**src/rtl/core/nvcb_pkg.sv**
```systemverilog
// ----------------------------------------------------------------------------
// nvcb_pkg: shared types and constants for the NVMe I/O command builder
// Controller states, controller/datapath handshake structs, opcodes, field
// widths and stream bit layout.
// ----------------------------------------------------------------------------
package nvcb_pkg;

  // opcodes
  localparam logic [1:0] OP_NONE  = 2'h0;
  localparam logic [1:0] OP_WRITE = 2'h1;
  localparam logic [1:0] OP_READ  = 2'h2;

  // result kinds (m_axis_tuser)
  localparam logic KIND_LIST = 1'b0;
  localparam logic KIND_CMD  = 1'b1;

  // list entries emitted per command at most
  localparam int unsigned LIST_CAP   = 16;
  localparam int unsigned LIDX_W     = 4;
  localparam int unsigned SECTOR_LOG = 9;   // 512-byte sectors
  localparam int unsigned LEN_W      = 18;  // byte counts up to 255 * 512 + page

  localparam int unsigned IN_DATA_W  = 168;
  localparam int unsigned OUT_DATA_W = 328;
  localparam int unsigned OUT_USED_W = 321;

  typedef enum logic [1:0] {
    ST_IDLE,
    ST_CALC,
    ST_LIST,
    ST_CMD
  } state_e;

  // controller -> datapath
  typedef struct packed {
    logic load;      // capture request
    logic calc;      // page math, command id
    logic step;      // list entry taken
    logic done;      // command taken
    logic emit_cmd;  // output shows the command
  } ctrl_t;

  // datapath -> controller
  typedef struct packed {
    logic need_list;
    logic list_done;
  } stat_t;

endpackage

```
**src/rtl/core/nvcb_ctrl.sv**
```systemverilog
// ----------------------------------------------------------------------------
// nvcb_ctrl: request sequencer
// Steps one request through capture, page math, list entries and command.
// ----------------------------------------------------------------------------
module nvcb_ctrl
  import nvcb_pkg::*;
(
  input  logic  clk_i,
  input  logic  rst_ni,
  input  logic  s_valid_i,
  output logic  s_ready_o,
  output logic  m_valid_o,
  input  logic  m_ready_i,
  input  stat_t stat_i,
  output ctrl_t ctrl_o
);

  state_e state_q, state_d;

  always_ff @(posedge clk_i or negedge rst_ni) begin
    if (!rst_ni) begin
      state_q <= ST_IDLE;
    end else begin
      state_q <= state_d;
    end
  end

  always_comb begin
    state_d = state_q;
    unique case (state_q)
      ST_IDLE: begin
        if (s_valid_i) state_d = ST_CALC;
      end
      ST_CALC: begin
        state_d = stat_i.need_list ? ST_LIST : ST_CMD;
      end
      ST_LIST: begin
        if (m_ready_i && stat_i.list_done) state_d = ST_CMD;
      end
      ST_CMD: begin
        if (m_ready_i) state_d = ST_IDLE;
      end
      default: state_d = ST_IDLE;
    endcase
  end

  always_comb begin
    s_ready_o = 1'b0;
    m_valid_o = 1'b0;
    ctrl_o    = '0;
    unique case (state_q)
      ST_IDLE: begin
        s_ready_o   = 1'b1;
        ctrl_o.load = s_valid_i;
      end
      ST_CALC: begin
        ctrl_o.calc = 1'b1;
      end
      ST_LIST: begin
        m_valid_o   = 1'b1;
        ctrl_o.step = m_ready_i;
      end
      ST_CMD: begin
        m_valid_o       = 1'b1;
        ctrl_o.emit_cmd = 1'b1;
        ctrl_o.done     = m_ready_i;
      end
      default: ;
    endcase
  end

endmodule

```
**src/rtl/core/nvcb_dp.sv**
```systemverilog
// ----------------------------------------------------------------------------
// nvcb_dp: command datapath
// Request registers, PRP page math, list walker, command id, queue tail and
// the list base register.
// ----------------------------------------------------------------------------
module nvcb_dp
  import nvcb_pkg::*;
#(
  parameter int unsigned QUEUE_DEPTH = 16,
  parameter int unsigned PAGE_BYTES  = 4096,
  parameter int unsigned MAX_SECTORS = 128
) (
  input  logic                  clk_i,
  input  logic                  rst_ni,
  input  ctrl_t                 ctrl_i,
  output stat_t                 stat_o,
  input  logic                  is_write_i,
  input  logic [IN_DATA_W-1:0]  in_data_i,
  input  logic                  base_we_i,
  input  logic [63:0]           base_wdata_i,
  output logic [63:0]           base_o,
  output logic [OUT_DATA_W-1:0] out_data_o
);

  localparam int unsigned PAGE_BITS = $clog2(PAGE_BYTES);
  localparam int unsigned TAIL_W    = (QUEUE_DEPTH > 2) ? $clog2(QUEUE_DEPTH) : 1;
  localparam logic [LEN_W-1:0]  PageLen  = LEN_W'(PAGE_BYTES);
  localparam logic [10:0]       MaxSec   = 11'(MAX_SECTORS);
  localparam logic [TAIL_W-1:0] TailLast = TAIL_W'(QUEUE_DEPTH - 1);

  logic        wr_q;
  logic [31:0] ns_q;
  logic [63:0] lba_q;
  logic [7:0]  cnt_q, cnt_sat;
  logic [63:0] addr_q;
  logic [63:0] prp2_q, prp2_d;
  logic [63:0] ptr_q;
  logic [LIDX_W-1:0] idx_q, last_idx_q, last_idx_d;
  logic [15:0] cid_q;
  logic [TAIL_W-1:0] tail_q;
  logic [63:0] base_q;

  logic [LEN_W-1:0] bytes, head_len, left, ent_sum;
  logic [LEN_W-PAGE_BITS-1:0] entries;
  logic need_list;

  // request fields from stream word
  logic [31:0] in_ns;
  logic [63:0] in_lba, in_addr;
  logic [7:0]  in_cnt;
  assign in_ns   = in_data_i[31:0];
  assign in_lba  = in_data_i[95:32];
  assign in_cnt  = in_data_i[103:96];
  assign in_addr = in_data_i[167:104];

  // zero -> one, clamp to max
  always_comb begin
    cnt_sat = in_cnt;
    if (in_cnt == 8'd0) cnt_sat = 8'd1;
    if ({3'b000, in_cnt} > MaxSec) cnt_sat = MaxSec[7:0];
  end

  // page math on captured request
  always_comb begin
    bytes     = LEN_W'({cnt_q, {SECTOR_LOG{1'b0}}});
    head_len  = PageLen - LEN_W'(addr_q[PAGE_BITS-1:0]);
    left      = bytes - head_len;
    ent_sum   = left + (PageLen - LEN_W'(1));
    entries   = ent_sum[LEN_W-1:PAGE_BITS];
    need_list = (bytes > head_len) && (left > PageLen);
    if (LEN_W'(entries) > LEN_W'(LIST_CAP)) begin
      last_idx_d = LIDX_W'(LIST_CAP - 1);
    end else begin
      last_idx_d = LIDX_W'(entries - (LEN_W-PAGE_BITS)'(1));
    end
    if (need_list) begin
      prp2_d = base_q;
    end else if (bytes > head_len) begin
      prp2_d = addr_q + 64'(head_len);
    end else begin
      prp2_d = '0;
    end
  end

  assign stat_o.need_list = need_list;
  assign stat_o.list_done = (idx_q == last_idx_q);

  // payload registers
  always_ff @(posedge clk_i) begin
    if (ctrl_i.load) begin
      wr_q   <= is_write_i;
      ns_q   <= in_ns;
      lba_q  <= in_lba;
      cnt_q  <= cnt_sat;
      addr_q <= in_addr;
    end
    if (ctrl_i.calc) begin
      prp2_q     <= prp2_d;
      ptr_q      <= addr_q + 64'(head_len);
      idx_q      <= '0;
      last_idx_q <= last_idx_d;
    end else if (ctrl_i.step) begin
      ptr_q <= ptr_q + 64'(PageLen);
      idx_q <= idx_q + LIDX_W'(1);
    end
  end

  // architectural state
  always_ff @(posedge clk_i or negedge rst_ni) begin
    if (!rst_ni) begin
      cid_q  <= '0;
      tail_q <= '0;
      base_q <= '0;
    end else begin
      if (ctrl_i.calc) cid_q <= cid_q + 16'd1;
      if (ctrl_i.done) tail_q <= (tail_q == TailLast) ? '0 : tail_q + TAIL_W'(1);
      if (base_we_i) base_q <= base_wdata_i;
    end
  end

  assign base_o = base_q;

  // result word; fields not used by the kind read as zero
  always_comb begin
    out_data_o = '0;
    if (ctrl_i.emit_cmd) begin
      out_data_o[1:0]     = wr_q ? OP_WRITE : OP_READ;
      out_data_o[17:2]    = cid_q;
      out_data_o[49:18]   = ns_q;
      out_data_o[113:50]  = addr_q;
      out_data_o[177:114] = prp2_q;
      out_data_o[241:178] = lba_q;
      out_data_o[248:242] = 7'(cnt_q - 8'd1);
      out_data_o[252:249] = 4'(tail_q);
    end else begin
      out_data_o[256:253] = idx_q;
      out_data_o[320:257] = ptr_q;
    end
  end

endmodule

```
**src/rtl/core/nvme_io_command_builder.sv**
```systemverilog
// ----------------------------------------------------------------------------
// nvme_io_command_builder: NVMe I/O submission entry builder with PRP setup
// Turns one block read/write request into optional PRP list entries followed
// by one submission command item.
// ----------------------------------------------------------------------------
// Sequence: a request is taken in idle, its page math is registered in the calc state,
//   then the PRP list entries (0..16) and the command item follow at one result item
//   per cycle while m_axis_tready is high; a new request is taken only after the command.
// Reset (rst_ni low, async): sequencer idle, command id 0, queue tail 0,
//   prp_list_base 0.
module nvme_io_command_builder
  import nvcb_pkg::*;
#(
  parameter int unsigned QUEUE_DEPTH = 16,    // 2..4096
  parameter int unsigned PAGE_BYTES  = 4096,  // power of two, 4096..65536
  parameter int unsigned MAX_SECTORS = 128    // 1..1024
) (
  input  logic                  clk_i,
  input  logic                  rst_ni,
  // request stream
  input  logic                  s_axis_tvalid,
  output logic                  s_axis_tready,
  // [31:0] namespace_id, [95:32] start_lba, [103:96] sector_count,
  // [167:104] buffer_address
  input  logic [IN_DATA_W-1:0]  s_axis_tdata,
  input  logic                  s_axis_tuser,   // [0] is_write
  // result stream
  output logic                  m_axis_tvalid,
  input  logic                  m_axis_tready,
  // [1:0] opcode, [17:2] command_id, [49:18] namespace_out, [113:50] prp1,
  // [177:114] prp2, [241:178] lba_out, [248:242] blocks_minus_one,
  // [252:249] queue_slot, [256:253] list_index, [320:257] list_entry, rest 0
  output logic [OUT_DATA_W-1:0] m_axis_tdata,
  output logic                  m_axis_tuser,   // [0] kind
  output logic                  m_axis_tlast,   // last
  // register port: prp_list_base at 0x0
  input  logic                  psel,
  input  logic                  penable,
  input  logic                  pwrite,
  input  logic [3:0]            paddr,
  input  logic [63:0]           pwdata,
  output logic [63:0]           prdata,
  output logic                  pready
);

  ctrl_t       ctrl;
  stat_t       stat;
  logic        base_we;
  logic [63:0] base;

  // Register decode: index = paddr[3]; only index 0 exists.
  assign pready  = 1'b1;
  assign base_we = psel && penable && pwrite && !paddr[3];
  assign prdata  = paddr[3] ? 64'd0 : base;

  nvcb_ctrl u_ctrl (
    .clk_i     (clk_i),
    .rst_ni    (rst_ni),
    .s_valid_i (s_axis_tvalid),
    .s_ready_o (s_axis_tready),
    .m_valid_o (m_axis_tvalid),
    .m_ready_i (m_axis_tready),
    .stat_i    (stat),
    .ctrl_o    (ctrl)
  );

  nvcb_dp #(
    .QUEUE_DEPTH (QUEUE_DEPTH),
    .PAGE_BYTES  (PAGE_BYTES),
    .MAX_SECTORS (MAX_SECTORS)
  ) u_dp (
    .clk_i        (clk_i),
    .rst_ni       (rst_ni),
    .ctrl_i       (ctrl),
    .stat_o       (stat),
    .is_write_i   (s_axis_tuser),
    .in_data_i    (s_axis_tdata),
    .base_we_i    (base_we),
    .base_wdata_i (pwdata),
    .base_o       (base),
    .out_data_o   (m_axis_tdata)
  );

  // command item closes the run; list entries come before it
  assign m_axis_tuser = ctrl.emit_cmd ? KIND_CMD : KIND_LIST;
  assign m_axis_tlast = ctrl.emit_cmd;

endmodule

```
**config.mk**
```make
export PLATFORM = sky130hd
export DESIGN_NAME = nvme_io_command_builder
export DESIGN_NICKNAME = d
export VERILOG_FILES = /design/src/rtl/core/nvcb_pkg.sv /design/src/rtl/core/nvcb_ctrl.sv /design/src/rtl/core/nvcb_dp.sv /design/src/rtl/core/nvme_io_command_builder.sv
export SDC_FILE = /design/constraint.sdc
export NUM_CORES = 1
export LEC_CHECK = 0
export BUFFER_PORTS_ARGS = -buffer_cell sky130_fd_sc_hd__clkbuf_2
export CELL_PAD_IN_SITES_DETAIL_PLACEMENT = 1
export CELL_PAD_IN_SITES_GLOBAL_PLACEMENT = 2
export CORE_MARGIN = 3
export CORE_UTILIZATION = 29
export DETAILED_ROUTE_END_ITERATION = 8
export PLACE_DENSITY = 0.84
export SETUP_SLACK_MARGIN = 0.15
export SLEW_MARGIN = 20
export SYNTH_ARGS = -nofsm -noshare
export SYNTH_HDL_FRONTEND = slang
export SYNTH_HIERARCHICAL = 1
export SYNTH_SLANG_ARGS = --single-unit
```
**constraint.sdc**
```tcl
create_clock -name clk_i -period 4.75 [get_ports clk_i]
set_input_delay 0.475 -clock clk_i [delete_from_list [all_inputs] [get_ports clk_i]]
set_output_delay 0.475 -clock clk_i [all_outputs]
set_load 0.03 [all_outputs]
```
# [Word level (Yosys, flattened, before mapping)]
# Cells that the tools add are included.
# Widths: inputs -> output; s select.
[word_totals] inputBits=244 out_inout_bits=397 register_bits=391
[classes] n_reduce_logical=12 addsub=10 magnitude_cmp=4 eq_ne=8 mux=22
[ops] operator="$mux 64" count=5
[ops] operator="$mux 253" count=1
[ops] operator="$mux 68" count=1
[ops] operator="$add 64x13->64 const B" count=1
[ops] operator="$add 64x18->64" count=1
[ops] operator="$add 18x12->18 const B" count=1
[ops] operator="$gt 17x18->1" count=1
[ops] operator="$gt 18x13->1 const B" count=1
[ops] operator="$sub 17x18->18" count=1
[ops] operator="$add 16x1->16 const B" count=1
[ops] operator="$sub 13x12->14 const A" count=1
[ops] operator="$mux 2" count=5
[ops] operator="$add 4x1->4 const B" count=2
[ops] operator="$gt 8x8->1 const B" count=1
[ops] operator="$logic_not 8->1" count=1
[ops] operator="$mux 8" count=1
[ops] operator="$pmux 2 s4" count=1
[ops] operator="$mux 1" count=7
[ops] operator="$sub 7x1->7 const B" count=1
[ops] operator="$gt 6x5->1 const B" count=1
[ops] operator="$logic_and 1x1->1" count=5
[ops] operator="$eq 2x2->1 const B" count=2
[ops] operator="$eq 4x4->1" count=1
[ops] operator="$eq 4x4->1 const B" count=1
[ops] operator="10 further kinds" count=12

# [Depth between registers and ports, before layout]
# Gate-level depths: netlist (run 1).
[logic_depth] ltp_word=6 depth_mapped=21 mapped_depth_nobuf=16

# [By module]
# Netlist (run 1), hierarchy kept.
[modules_own_cells] mod="nvcb_dp" cells_per_inst=1745 instances=1 seq_area_each_um2=11190.7 area_each_um2=19871.6
[modules_own_cells] mod="nvme_io_command_builder" cells_per_inst=75 instances=1 seq_area_each_um2=0.0 area_each_um2=576.8
[modules_own_cells] mod="nvcb_ctrl" cells_per_inst=21 instances=1 seq_area_each_um2=50.0 area_each_um2=212.7

# [Least setup slack after synthesis (run 1)]
# OpenSTA, ideal clock, no wires.
[synth_path] path_type="reg-to-reg" start="register u_ctrl.state_q[0]" end="register u_dp.addr_q[0] (enable)" path_buffers=0 setup_slack_ns=-0.595 arrival_time_ns=4.796 setup_ns=0.549 required_time_ns=4.201 path_stages_with_launch=4 path_cell_list="dfrtp_1 > inv_1 > ha_1 > and2_1"
[synth_lines] element="from (decl)" line="nvcb_ctrl.sv:18" source="state_e state_q, state_d;"
[synth_lines] element="from (signal assigned)" line="nvcb_ctrl.sv:24" source="state_q <= state_d;"
[synth_lines] element="to (signal assigned)" line="nvcb_dp.sv:95" source="addr_q <= in_addr;"
[synth_lines] element="to (decl)" line="nvcb_dp.sv:35" source="logic [63:0] addr_q;"

# [Worst setup path in the final report (run 1)]
[layout_path] start="register u_dp.addr_q[3]" end="register u_dp.prp2_q[48] (data pin)"
[layout_between] elab_chain_len=5 elab_cells_between_ends=8 cone_classes="3 x add/sub; 2 x order compare; 2 x mux; 1 x reduce/logical"
[layout_rtl] element="$sub 13x12->14" line="nvcb_dp.sv:66" source="head_len = PageLen - LEN_W'(addr_q[PAGE_BITS-1:0]);"
[layout_rtl] element="$sub 17x18->18" line="nvcb_dp.sv:67" source="left = bytes - head_len;"
[layout_rtl] element="$gt 18x13->1" line="nvcb_dp.sv:70" source="need_list = (bytes > head_len) && (left > PageLen);"
[layout_rtl] element="$logic_and 1x1->1" line="nvcb_dp.sv:70"
[layout_rtl] element="$mux 64 (*)" line="nvcb_dp.sv:76" source="if (need_list) begin"
[layout_rtl] element="net u_dp.prp2_d[48]" line="nvcb_dp.sv:36" source="logic [63:0] prp2_q, prp2_d;"
[layout_rtl] element="to (signal assigned)" line="nvcb_dp.sv:98" source="prp2_q <= prp2_d;"
[layout_rtl] element="to (decl)" line="nvcb_dp.sv:36"
# The timed path passes the listed nets; every way through them passes the cells marked *.
# A chain may end at the register's enable or synchronous reset.

==> results_dict.tcl, run 1 <==
set metrics [dict create \
    outcome "completed" \
    final_net_count 2739 \
    cp-start-kind "register" \
    seq_cell_area_um2 11240 \
    unrepaired_setup_endpoints_after_global_routing "no" \
    yosys-mux-area-fraction_pct 4.996 \
    min_period_over_period_pct 93.26 \
    vias_per_cell 4.817 \
    final_hold_viol_count 0 \
    setup_violations 0 \
    most_repeated_library_cell_on_the_critical_path "buf_4" \
    cts_root_buf "clkbuf_16" \
    post_synth.cell_area_avg_um2 11.22 \
    routed_via_count 16620 \
    synth_cells 1841 \
    timing.reg2reg.setup_slack_ns 0.32 \
    later_pin_clock_latency_in_the_skew_report_ns 0.59 \
    whs_path_depth 1 \
    first_global_vias 17870 \
    syn-cell-area_um2 20660 \
    fin_setup_tns_ns 0 \
    p_per_area_nw_per_um2 635.4 \
    vdd_drop_max_mv 0.3791 \
    holdPathEnd "u_dp/lba_q[11]$_DFFE_PP_" \
    end_kind "register" \
    drt_pass1_iterations 4 \
    worst-path-max-fanout 29 \
    postRouteWirelength_mm 77.88 \
    r2r_path_start "u_dp/addr_q[3]$_DFFE_PP_" \
    final_layout_size_suffix_gt1_share_pct 36.10 \
    slew_headroom_pct 22.19 \
    fin_util_pct 38.10 \
    detailed_place.area_um2 24920 \
    io-pin-count 641 \
    crit_slowest_cell "or4_4" \
    power.static_leakage_uw 0.01107 \
    synth.largest_area_cell "edfxtp_1" \
    synth_enable_flop_cells 300 \
    synth_top_family_by_area "simple AND/OR/NAND/NOR gates" \
    yosysTopAreaCellShare_pct 43.60 \
    gp_congestion 0.8254 \
    max_cap_violations 0 \
    period_minus_slack_ns 4.430 \
    ys_seq_area_share_pct 54.41 \
    post_route_design_area_um2 26780 \
    grt_max_degree 153 \
    critPathArrivalTime_ns 4.77 \
    core.rowCount 97 \
    crit_path_cell_trace "nor3_4 -> buf_4 -> nand4_1 -> inv_1 -> ha_1 -> ha_4 -> a211o_1 -> a2111oi_4 -> o22ai_2 -> or4_4 -> o21ai_4 -> and4b_4 -> buf_4 -> buf_12 -> mux2i_1 -> nor2_1" \
    timing_max_transition_violations_final 0 \
    timing.rr.end "u_dp/prp2_q[48]$_DFFE_PP_" \
    critPathBufInv 4 \
    dp.final_hpwl_mm 57.68 \
    multi_input_gate_area_in_the_final_layout_um2 9010 \
    antenna_found_initial 2 \
    synth_simple_gate_area_share_pct 23.28 \
    die_h_um 272.9 \
    clock_tree.htree_level_count 2 \
    detailedRoute.firstIterationViolations 924 \
    holdCritStartpoint "s_axis_tdata[43]" \
    grt_pass1_wl_mm 113.3 \
    synth.ff_latch_count 390 \
    synth_flop_cell "edfxtp_1" \
    tritoncts.num_buffers 47 \
    cts.clk_slew.worst_paths_ns 0.06 \
    synth_compound_gate_area_share_pct 5.692 \
    worst_pin_slew_ns 1.167 \
    overflow_left_after_global_routing 0 \
    route.detailed.wl_per_inst_um 22.57 \
    groute.usage.overall_pct 20.05 \
    numPortBuffers 628 \
    critPathTopFamily "simple AND/OR/NAND/NOR gates" \
    fillCellCount 7899 \
    most_common_cell_after_layout_fill_and_taps_aside "clkbuf_2" \
    synthToLayoutAreaGrowth_pct 29.59 \
    criticalPathCategory "register to register" \
    drt_drc_violations_left 0 \
    tritoncts "built" \
    start_util_pct 29.40 \
    synth_warn 6 \
    worst_hold_path_type "input port to register" \
    reg2reg_depth 16 \
    synth_async_sr_flop_share_pct 22.05 \
    layout_common_cells "clkbuf_2, edfxtp_1, and2_1" \
    critical-path-max-stage-delay_ns 0.57 \
    max-clock-path-buffers 3 \
    design.die.area_um2 74480 \
    core_area_um2 70270 \
    postRouteAntennaNets 0 \
    synth_top_cells_by_area "edfxtp_1, dfrtp_1, and2_1" \
    synthXorXnorAreaFrac_pct 6.952 \
    post_synthesis_share_of_cell_area_spent_on_full_adders_half_adders_and_majority_gates_pct 1.635 \
    numClockSinks 390 \
    max_freq_mhz 225.7 \
    maximum_clock_skew_at_final_layout_ns 0.02742 \
    distinct_cell_type_count_of_the_synthesized_netlist 75 \
    die_w_um 272.9 \
    critical_path_required_ns 5.09 \
    cp_num_cells 16 \
]
[where the power goes]
part           total, uW  internal (uW)  switching (uW)
Sequential          5760           5010             751
Clock               3750           2190            1550
Combinational       7500           2250            5250
Total              17000           9460            7560
[cells in the mapped netlist (32+ instances only)]
cell type and count:
a21oi_1 73, and2_1 275, clkbuf_1 74, dfrtp_1 86, edfxtp_1 300, mux2_2 69, nand2_1 92, nand3_1 58
nand4_1 32, nor2_1 127, nor2b_1 113, o21ai_0 57, xnor2_1 109, xor2_1 55
[area by class of cell]
cell class,count,share of cell area (%)
antenna,3,0.02804
clock buffer,65,4.949
clock inverter,23,1.042
timing repair buffer,680,13.71
multi-input combinational,1331,33.65
tap,940,4.393
inverter,18,0.2523
sequential,390,41.98
[flip-flops by register name, summed over array words and instances, names as in the netlist]
signal,cells
u_dp/base_o,64
u_dp/wr_q,1
u_dp/addr_q,64
u_dp/lba_q,64
u_dp/last_idx_q,4
u_dp/ptr_q,63
u_dp/cid_q,16
u_dp/tail_q,4
u_dp/prp2_q,64
u_dp/idx_q,4
u_dp/cnt_q,8
u_dp/ns_q,32
u_ctrl/state_q,2
[timing repair]
item | 4_1_cts | 5_1_grt
endpoints found under the hold margin | 45 | 0
cloned | 0 | 1
setup endpoints to repair | 35 | 76
gates resized for setup | 2 | 15
hold buffers | 1 | 0
pin swaps | 0 | 4
setup buffers | 0 | 12
[metrics by stage]
| stage | power, uW | setup slack (ns) | hold slack [ns] | std cells |
|---|---|---|---|---|
| 4_1_cts | 17160 | 0.1692 | 0.009767 | 3433 |
| 2_1_floorplan | 10630 | 0.2168 | 0.1794 | 1849 |
| 3_5_place_dp | 13330 | 0.06486 | 0.4777 | 3344 |
| 6_report | 17010 | 0.3201 | 0.05357 | 3450 |
| 5_1_grt | 17910 | 0.1295 | 0.01415 | 3448 |
| 3_3_place_gp | 13110 | 0.2486 | 0.4616 | 3344 |
[logic make-up (layout without fill, tap and decap cells)]
kind of cell	Yosys count	count (layout)
xor gates and xnor gates	164	164
buffers and inverters	128	786
DFF	390	390
AOI/OAI and AO/OA	189	189
adders and majority gates	27	27
other	2	13
and+or+nand+nor	847	847
muxes	94	94
[layer usage]
metal	vias up	global-route usage [%]	wire (um)
li1	7664	-	-
met1	8301	24.48	31700
met2	544	35.07	39040
met3	108	4.328	4893
met4	0	6.608	2238
met5	-	0	0
[worst reg2reg max path: stages, from the launching register on]
cell       delay [ns]
edfxtp_1         0.43
nor3_4           0.31
buf_4            0.18
nand4_1          0.14
inv_1            0.09
ha_1             0.27
ha_4             0.25
a211o_1          0.26
a2111oi_4        0.37
o22ai_2          0.15
or4_4            0.57
o21ai_4          0.20
and4b_4          0.38
buf_4            0.16
buf_12           0.19
mux2i_1          0.21
nor2_1           0.06
[how the worst max path moves through the flow]
stage	slack, ns	endpoint	from
CTS	0.17	u_dp/prp2_q[6]$_DFFE_PP_	u_dp/addr_q[1]$_DFFE_PP_
global route	0.13	u_dp/prp2_q[48]$_DFFE_PP_	u_dp/addr_q[9]$_DFFE_PP_
detailed placement	0.06	u_dp/prp2_q[38]$_DFFE_PP_	u_dp/addr_q[4]$_DFFE_PP_
finish	0.32	u_dp/prp2_q[48]$_DFFE_PP_	u_dp/addr_q[3]$_DFFE_PP_
floorplan	0.22	u_ctrl/state_q[0]$_DFFE_PN0P_	u_dp/addr_q[0]$_DFFE_PP_
global placement	0.25	u_dp/prp2_q[36]$_DFFE_PP_	u_dp/addr_q[4]$_DFFE_PP_
(Power assumes the default switching activity.)
==> run 2, diff against run 1 <==
--- a/config.mk
+++ b/config.mk
@@ -6,12 +6,12 @@
 export NUM_CORES = 1
 export LEC_CHECK = 0
 export BUFFER_PORTS_ARGS = -buffer_cell sky130_fd_sc_hd__clkbuf_2
-export CELL_PAD_IN_SITES_DETAIL_PLACEMENT = 1
-export CELL_PAD_IN_SITES_GLOBAL_PLACEMENT = 2
-export CORE_MARGIN = 3
-export CORE_UTILIZATION = 29
+export CORE_AREA = 3 3 248 250
+export CTS_BUF_LIST = sky130_fd_sc_hd__clkbuf_4 sky130_fd_sc_hd__clkbuf_8 sky130_fd_sc_hd__clkbuf_16
+export CTS_CLUSTER_SIZE = 28
 export DETAILED_ROUTE_END_ITERATION = 8
-export PLACE_DENSITY = 0.84
+export DIE_AREA = 0 0 251 253
+export PLACE_DENSITY = 0.68
 export SETUP_SLACK_MARGIN = 0.15
 export SLEW_MARGIN = 20
 export SYNTH_ARGS = -nofsm -noshare
==> run 2 against run 1 <==
Worst setup slack improved by 0.017 ns. Core utilization is 6.7 points higher. Combinational power is 2% lower. Sequential power barely moved. Final cell count down 4.9%. Total power decreased by 2.0%. Global-route usage increased by 1.6 points. Register-to-register slack better by 0.02 ns. Clock power shrank 5.6%. Cell area is 0.96% lower. Wire length decreased by 7.1%. Critical path type unchanged. Largest cell class unchanged. Largest power group unchanged. Highest routed layer unchanged.
==> results_dict.tcl, run 2 (synthesis gave the netlist of run 1 again) <==
set metrics [dict create \
    outcome "completed" \
    core.rowCount 89 \
    numPortBuffers 628 \
    critical_path_required_ns 5.06 \
    groute.usage.overall_pct 21.63 \
    tritoncts "built" \
    max_freq_mhz 226.6 \
    setup_violations 0 \
    antenna_found_initial 3 \
    end_kind "register" \
    die_h_um 253 \
    worst_hold_path_type "input port to register" \
    gp_congestion 0.8850 \
    cts_root_buf "clkbuf_16" \
    vdd_drop_max_mv 0.4797 \
    die_w_um 251 \
    max-clock-path-buffers 3 \
    post-place-cells 3177 \
    critPathArrivalTime_ns 4.72 \
    post_layout_nonfiller_instances 3281 \
    min_period_over_period_pct 92.90 \
    vias_per_cell 5.068 \
    later_pin_clock_latency_in_the_skew_report_ns 0.58 \
    core_area_um2 59240 \
    drt_pass1_iterations 7 \
    grt_pass1_wl_mm 104.8 \
    worst_hold_slack_ns 0.06101 \
    clock_tree.htree_level_count 2 \
    overflow_left_after_global_routing 0 \
    period_minus_slack_ns 4.413 \
    max_cap_violations 0 \
    final_net_count 2738 \
    criticalPathCategory "register to register" \
    postRouteAntennaNets 0 \
    drt_drc_violations_left 0 \
    grt_max_degree 155 \
    worst_pin_slew_ns 1.052 \
    most_common_cell_after_layout_fill_and_taps_aside "clkbuf_2" \
    final_hold_viol_count 0 \
    layout_common_cells "clkbuf_2, edfxtp_1, and2_1" \
    power.static_leakage_uw 0.01106 \
    numClockSinks 390 \
    postRouteWirelength_mm 72.38 \
    p_per_area_nw_per_um2 628.5 \
    dp.final_hpwl_mm 53.29 \
    routed_via_count 16630 \
    slew_headroom_pct 29.63 \
    cp-start-kind "register" \
    fin_setup_tns_ns 0 \
    cts.clk_slew.worst_paths_ns 0.06 \
    synthToLayoutAreaGrowth_pct 28.35 \
    route.detailed.wl_per_inst_um 22.06 \
    start_util_pct 34.88 \
    unrepaired_setup_endpoints_after_global_routing "no" \
    timing_max_transition_violations_final 0 \
    maximum_clock_skew_at_final_layout_ns 0.02605 \
    detailedRoute.firstIterationViolations 1131 \
    design.die.area_um2 63500 \
    worst-path-max-fanout 21 \
    io-pin-count 641 \
    final_layout_size_suffix_gt1_share_pct 36.22 \
    first_global_vias 16740 \
    tritoncts.num_buffers 45 \
    report.power.total_uw 16670 \
]
run 2: cell types whose count changed in the layout (fill, tap and decap cells not counted), sizes merged:
cell and change:
clkbuf +5, clkinv -4, bufinv -2, buf -1, bufbuf +1, clkinvlp -1, diode +1, inv -1
run 2: layer usage:
metal / track usage (%) / part of all wire, % / vias up
met4: 6.995 / 3.1 / 0
met2: 37.70 / 50 / 743
met3: 5.053 / 7.6 / 109
met5: 0 / 0 / -
met1: 26.57 / 40 / 8117
li1: - / - / 7659
run 2: repair_timing:
action,in CTS,in global routing
gates resized for setup,5,18
gates cloned,1,2
endpoints found under the hold margin,35,0
hold buffers,1,0
endpoints found under the setup margin,11,66
buffers inserted,2,10
pin swaps,0,2
run 2: cell type report:
class                   count  area (um2)
well taps                 773       967.2
clock buffers              69        1368
clock inverters            15       150.1
repair buffers            681        3714
multi-input cells        1331        9002
diodes                      4       10.01
fillers                  5590       32720
inverters                  18       67.56
flip-flops and latches    390       11240
run 2: worst max-delay path, stage by stage, from the launching register on:
cell and delay [ns]:
edfxtp_1 0.53, nor3_1 0.30, nand4_1 0.24, inv_1 0.11
ha_1 0.29, ha_4 0.33, nand4_1 0.24, o31ai_2 0.30
xor2_1 0.13, or4_4 0.52, o21ai_4 0.18, and4b_4 0.32
buf_8 0.16, buf_16 0.19, mux2i_1 0.21, nor2_1 0.07
run 2: worst paths after layout:
check / to / slack (ns) / cells past startpoint / from
worst min-delay path: u_dp/addr_q[42]$_DFFE_PP_ / 0.06 / 1 / s_axis_tdata[146]
min in group asynchronous: u_dp/base_o[31]$_DFFE_PN0P_ / 0.43 / 2 / rst_ni
worst min register to register: u_dp/cid_q[15]$_DFFE_PN0P_ / 0.48 / 1 / u_dp/cid_q[15]$_DFFE_PN0P_
worst max-delay path: u_dp/prp2_q[24]$_DFFE_PP_ / 0.34 / 15 / u_dp/addr_q[8]$_DFFE_PP_
worst max register to register: u_dp/prp2_q[24]$_DFFE_PP_ / 0.34 / 15 / u_dp/addr_q[8]$_DFFE_PP_
max in group asynchronous: u_dp/tail_q[2]$_DFFE_PN0P_ / 3.17 / 3 / rst_ni
run 2: per-stage QoR:
| stage | setup slack, ns | utilization (%) | cell area [um2] |
|---|---|---|---|
| 5_1_grt | 0.07153 | 44.76 | 26510 |
| 4_1_cts | 0.1674 | 44.37 | 26290 |
| 2_1_floorplan | 0.2168 | - | 20690 |
| 3_5_place_dp | -0.04122 | 41.67 | 24690 |
| 3_3_place_gp | 0.05513 | 41.66 | 24680 |
| 6_report | 0.3373 | 44.76 | 26520 |
run 2: where the power goes:
group	internal (uW)	switching (uW)
sequential	5010	749
combinational	2250	5110
clock	2100	1440
total	9370	7300
